**src/hw/rtl/lzss_length_coded_decoder_defines.svh**
```systemverilog
// assertion macros used by the decoder controller
// expects clk_i and rst_ni in the scope of each use
`ifndef LZSS_LENGTH_CODED_DECODER_DEFINES_SVH
`define LZSS_LENGTH_CODED_DECODER_DEFINES_SVH

// property must hold at every clock out of reset
`define LZSSD_ASSERT(lbl, prop, msg) \
  lbl: assert property (@(posedge clk_i) disable iff (!rst_ni) prop) else $error(msg);

// condition must never be seen
`define LZSSD_ASSERT_NEVER(lbl, cond, msg) \
  `LZSSD_ASSERT(lbl, !(cond), msg)

`endif

```
**src/hw/rtl/lzssd_pkg.sv**
```systemverilog
// shared types and constants of the length-coded lzss decoder
// no dependencies
`default_nettype none

package lzssd_pkg;

  localparam int OFFSET_WIDTH = 10;
  localparam int WIN_DEPTH    = 1 << OFFSET_WIDTH;
  localparam int OUT_LANES    = 8;
  localparam int CNT_W        = 4;
  localparam int LEN_W        = 9;
  localparam int ACC_W        = 12;
  localparam int FBL_W        = 4;
  localparam int MAX_COPY     = 271;
  localparam int STAGE_DEPTH  = 272;
  localparam int STAGE_AW     = $clog2(STAGE_DEPTH);

  localparam logic [7:0] FILL_BYTE   = 8'h20;
  localparam logic [7:0] END_CODE    = 8'hFF;
  localparam logic [2:0] LONG_PREFIX = 3'd4;
  localparam logic [3:0] LIT_BITS    = 4'd8;
  localparam logic [3:0] LONG_BITS   = 4'd8;

  // register index carried in paddr[2]
  localparam logic REG_LITERAL_FLAG = 1'b0;

  typedef enum logic [2:0] {
    PH_FLAG    = 3'd0,
    PH_LITERAL = 3'd1,
    PH_PREFIX  = 3'd2,
    PH_LENGTH  = 3'd3,
    PH_OFFSET  = 3'd4
  } parse_phase_e;

  typedef enum logic [9:0] {
    S_IDLE      = 10'b0000000001,
    S_BITS      = 10'b0000000010,
    S_CP_RD     = 10'b0000000100,
    S_CP_WR     = 10'b0000001000,
    S_WR_RD     = 10'b0000010000,
    S_WR_EM     = 10'b0000100000,
    S_FLUSH     = 10'b0001000000,
    S_END_FLUSH = 10'b0010000000,
    S_END_RES   = 10'b0100000000,
    S_DONE      = 10'b1000000000
  } ctrl_state_e;

  typedef struct packed {
    logic load;
    logic step;
    logic cp_rd;
    logic cp_wr;
    logic wr_rd;
    logic wr_em;
    logic push_buf;
    logic push_last;
    logic push_end;
  } dp_cmd_t;

  typedef struct packed {
    logic lit_done;
    logic copy_go;
    logic end_go;
    logic last_bit;
    logic bits_empty;
    logic k_last;
    logic emit_ok;
    logic buf_empty;
    logic out_free;
  } dp_sts_t;

endpackage

`default_nettype wire

```
**src/hw/rtl/lzssd_ctrl.sv**
```systemverilog
// controller: sequences bit parsing, copy walks and result flushes
// depends on lzssd_pkg and the assertion macro header
`default_nettype none

`include "lzss_length_coded_decoder_defines.svh"

module lzssd_ctrl (
  input  wire logic               clk_i,
  input  wire logic               rst_ni,
  input  wire logic               in_valid_i,
  output logic                    in_stall_o,
  input  wire lzssd_pkg::dp_sts_t sts_i,
  output lzssd_pkg::dp_cmd_t      cmd_o
);

  lzssd_pkg::ctrl_state_e state_q, state_d;

  always_comb begin
    state_d    = state_q;
    cmd_o      = '0;
    in_stall_o = 1'b1;
    case (state_q)
      lzssd_pkg::S_IDLE: begin
        in_stall_o = 1'b0;
        if (in_valid_i) begin
          cmd_o.load = 1'b1;
          state_d    = lzssd_pkg::S_BITS;
        end
      end
      lzssd_pkg::S_BITS: begin
        if (sts_i.end_go) begin
          state_d = lzssd_pkg::S_END_FLUSH;
        end else if (!sts_i.lit_done || sts_i.emit_ok) begin
          cmd_o.step = 1'b1;
          if (sts_i.copy_go) begin
            state_d = lzssd_pkg::S_CP_RD;
          end else if (sts_i.last_bit) begin
            state_d = lzssd_pkg::S_FLUSH;
          end
        end
      end
      lzssd_pkg::S_CP_RD: begin
        cmd_o.cp_rd = 1'b1;
        state_d     = lzssd_pkg::S_CP_WR;
      end
      lzssd_pkg::S_CP_WR: begin
        cmd_o.cp_wr = 1'b1;
        state_d     = sts_i.k_last ? lzssd_pkg::S_WR_RD : lzssd_pkg::S_CP_RD;
      end
      lzssd_pkg::S_WR_RD: begin
        cmd_o.wr_rd = 1'b1;
        state_d     = lzssd_pkg::S_WR_EM;
      end
      lzssd_pkg::S_WR_EM: begin
        if (sts_i.emit_ok) begin
          cmd_o.wr_em = 1'b1;
          if (!sts_i.k_last) begin
            state_d = lzssd_pkg::S_WR_RD;
          end else if (sts_i.bits_empty) begin
            state_d = lzssd_pkg::S_FLUSH;
          end else begin
            state_d = lzssd_pkg::S_BITS;
          end
        end
      end
      lzssd_pkg::S_FLUSH: begin
        if (sts_i.buf_empty) begin
          state_d = lzssd_pkg::S_IDLE;
        end else if (sts_i.out_free) begin
          cmd_o.push_buf  = 1'b1;
          cmd_o.push_last = 1'b1;
          state_d         = lzssd_pkg::S_IDLE;
        end
      end
      lzssd_pkg::S_END_FLUSH: begin
        if (sts_i.buf_empty) begin
          state_d = lzssd_pkg::S_END_RES;
        end else if (sts_i.out_free) begin
          cmd_o.push_buf = 1'b1;
          state_d        = lzssd_pkg::S_END_RES;
        end
      end
      lzssd_pkg::S_END_RES: begin
        if (sts_i.out_free) begin
          cmd_o.push_end = 1'b1;
          state_d        = lzssd_pkg::S_DONE;
        end
      end
      lzssd_pkg::S_DONE: begin
        // input after the end marker is swallowed
        in_stall_o = 1'b0;
      end
      default: begin
        state_d = lzssd_pkg::S_IDLE;
      end
    endcase
  end

  always_ff @(posedge clk_i or negedge rst_ni) begin
    if (!rst_ni) begin
      state_q <= lzssd_pkg::S_IDLE;
    end else begin
      state_q <= state_d;
    end
  end

  `LZSSD_ASSERT(a_done_sticky, (state_q == lzssd_pkg::S_DONE) |=> (state_q == lzssd_pkg::S_DONE), "left done state")
  `LZSSD_ASSERT_NEVER(a_lit_overflow, cmd_o.step && sts_i.lit_done && !sts_i.emit_ok, "literal lost in packer")
  `LZSSD_ASSERT_NEVER(a_end_with_data, cmd_o.push_end && !sts_i.buf_empty, "end result before data drained")
  `LZSSD_ASSERT_NEVER(a_push_busy, cmd_o.push_buf && !sts_i.out_free, "push into busy output register")

endmodule

`default_nettype wire

```
**config.mk**
```make
export PLATFORM = sky130hd
export DESIGN_NAME = lzssd_ctrl
export DESIGN_NICKNAME = d
export VERILOG_FILES = /design/src/hw/rtl/lzssd_pkg.sv /design/src/hw/rtl/lzssd_ctrl.sv
export VERILOG_INCLUDE_DIRS = /design/src /design/src/hw/rtl
export SDC_FILE = /design/constraint.sdc
export NUM_CORES = 1
export LEC_CHECK = 0
export CAP_MARGIN = 15
export CORE_ASPECT_RATIO = 1.1
export CORE_MARGIN = 2
export CORE_UTILIZATION = 35
export CTS_CLUSTER_DIAMETER = 40
export CTS_CLUSTER_SIZE = 40
export DETAILED_ROUTE_END_ITERATION = 10
export DONT_BUFFER_PORTS = 1
export PLACE_DENSITY = 0.61
export SKIP_LAST_GASP = 1
export SYNTH_ARGS = -nofsm -noshare
export SYNTH_HDL_FRONTEND = slang
export SYNTH_SLANG_ARGS = --single-unit
```
**constraint.sdc**
```tcl
create_clock -name clk_i -period 4.2 [get_ports clk_i]
set_input_delay 0.42 -clock clk_i [delete_from_list [all_inputs] [get_ports clk_i]]
set_output_delay 0.42 -clock clk_i [all_outputs]
set_load 0.02 [all_outputs]
```
==> results.toml <==
[logic_synthesis]
synth-seq-cells = 10
synth-edff-count = 0
syn_area_sq_um = 787
ys.flop_type = "dfrtp_1"
netlist_instances = 84
ys.warnings.count = 0
ys_seq_area_share_pct = 32.0
synth.distinct_cells = 43
synth_nets = 96
syn_avg_cell_area_sq_um = 9.37
synthArstFlopShare_pct = 100

[placed_design]
dpl.hpwl_microns = 1380
portBuffers = 0
gp_congestion = 0.789

[drt]
drt_wl_total_microns = 1820
routed_via_density = 5.77
drtIter0Drc = 21
drcViolationCount = 0
drt_pass1_iterations = 4
drtAntennaViolNets = 0
wl_per_cell_microns = 15.8
num_vias = 663

[setup_path]
start_kind = "flip-flop"
end_kind = "primary output"
crit_path_max_fanout = 11
arrival_ns = 2.61
crit_type = "reg -> out"
required_ns = 3.78

[clocking]
cts.sinks = 10
postCtsSetupRepairBufs = 0
ctsResizeCount = 0
cts_tree = "yes"
clk_pin_slew_worst_paths_ns = 0.07
clock_path_buffers = 2
insertion_delay_ns = 0.27
cts_buffers = 3
ctsRootBufferMaster = "clkbuf_4"
cts_max_level = 1

[final_layout]
synthToLayoutAreaGrowth_pct = 7.15
drive_gt1_share_pct = 22.4
final_common_cell = "dfrtp_1"
layout.area.seq_sq_um = 251
multi_input_area_sq_um = 495
regMostFlops = "state_q"
final_cell_mix = "9 x dfrtp_1, 8 x nor2_1, 6 x inv_1"
biggestRegsByFlops = "state_q: 10 flops"
nNetsFinal = 98
fillers = 242
largest_reg_flops = 10
num_antenna_cells = 0

[power_and_ir_drop]
p_clk_share_pct = 14.9
ir_worst_vdd_v = 0.000230
comb_power_share_pct = 51.2
p_sw_mw = 0.198
powerDensity_mw_per_mm2 = 548
seq_power_share_pct = 33.8
leakage_nw = 0.333
swShare_pct = 42.8
p_int_mw = 0.264
total_power_mw = 0.462

[sta]
slew_violations = 0
fmax_mhz = 330
tns_ns = 0
tightest_slew_ns = 0.878
finalCritPeriodShare_pct = 72.2
rsz0062_at_grt = "no"
period_minus_slack_ns = 3.03
hold_viol = 0
relSlewSlack_pct = 40.6
skew_ns = 0.0114
finalSetupViolCount = 0

[hold_path]
min_path_type = "in -> reg"

[job]
cap_violations = 0

[global_route]
track_usage_pct = 14.6
antenna_found_initial = 0
gr-total-overflow = 0
grt_max_degree = 12
grt_pass1_wl_microns = 2960
grt_pass1_vias = 616

[floorplanning]
num_rows = 18
core-area_sq_mm = 0.00218
die_h_microns = 53.7
boundaryPins = 22
die_x_microns = 49.2
start_util_pct = 36.0
die_area_sq_mm = 0.00264

[status]
outcome = "finished, final reports clean"
-- cell type report --
cell class / instances / area share, %
sequential: 10 / 29.8
inverter: 6 / 2.67
clock buffer: 4 / 3.12
tap: 30 / 4.45
timing repair buffer: 1 / 1.19
multi-input combinational: 64 / 58.8
-- stage by stage --
stage / setup slack [ns] / instances / hold slack [ns] / utilization, % / cell area [sq um]
after floorplan: 1.66 / 84 / 0.124 / - / 787
after CTS: 1.18 / 115 / 0.226 / 38.6 / 843
final: 1.17 / 115 / 0.229 / 38.6 / 843
after global routing: 1.05 / 115 / 0.224 / 38.6 / 843
after global placement: 1.53 / 110 / 0.125 / 36.9 / 807
after detailed placement: 1.48 / 110 / 0.125 / 36.9 / 807
-- power groups by stage --
stage                     combinational, mW  sequential, mW  clock (mW)
after CTS                             0.236           0.155      0.0715
after global placement                0.231           0.155           0
final                                 0.237           0.156      0.0690
after detailed placement              0.232           0.156           0
after floorplan                       0.223           0.131           0
after global routing                  0.257           0.161      0.0746
-- layer usage --
layer | global-route usage [%] | share of wire, % | up-vias
li1 | - | - | 317
met1 | 19.8 | 49 | 326
met2 | 23.2 | 43 | 18
met3 | 1.94 | 6.5 | 2
met4 | 7.14 | 0.77 | 0
met5 | 0 | 0 | -
-- critical path, cell delays in order (launching register included) --
cell and delay, ns:
dfrtp_1 0.51, or4_4 0.62, or3_1 0.43, nor4bb_1 0.79
-- path summary, 6_finish.rpt --
kind | cells past startpoint | slack, ns | from | to
worst max-delay path | 3 | 1.17 | state_q[1] | cmd_o[6]
worst min-delay path | 1 | 0.23 | in_valid_i | state_q[0]
worst max register to register | 5 | 1.85 | state_q[2] | state_q[1]
worst min register to register | 1 | 0.58 | state_q[3] | state_q[3]
max in group asynchronous | 1 | 3.30 | rst_ni | state_q[0]
min in group asynchronous | 1 | 0.54 | rst_ni | state_q[6]
-- Yosys cell counts (2+ instances only) --
| master | count | area, sq um |
|---|---|---|
| dfrtp_1 | 9 | 225 |
| nor2_1 | 8 | 30.0 |
| inv_1 | 6 | 22.5 |
| nand2b_1 | 4 | 25.0 |
| a21oi_1 | 3 | 15.0 |
| nor3_1 | 3 | 15.0 |
| nor4b_1 | 3 | 26.3 |
| a2bb2oi_1 | 2 | 17.5 |
| buf_2 | 2 | 10.0 |
| clkbuf_1 | 2 | 7.51 |
| mux2_4 | 2 | 30.0 |
| nand3_1 | 2 | 10.0 |
| nor4bb_1 | 2 | 20.0 |
| o21a_1 | 2 | 15.0 |
| or2_2 | 2 | 12.5 |
| or3_1 | 2 | 12.5 |
| or4_4 | 2 | 22.5 |
| or4b_2 | 2 | 20.0 |
| xnor2_1 | 2 | 17.5 |
-- cells by family after synthesis --
| group | synth area share, % |
|---|---|
| simple gates | 37.0 |
| xor+xnor | 3.34 |
| compound gates | 17.5 |
| buf+inv | 5.09 |
| flops | 32.0 |
| mux | 5.09 |
-- timing repair --
action	CTS	global route
hold endpoints to repair	10	0
hold buffers	1	0
setup endpoints to repair	0	0
(Power assumes the default switching activity.)
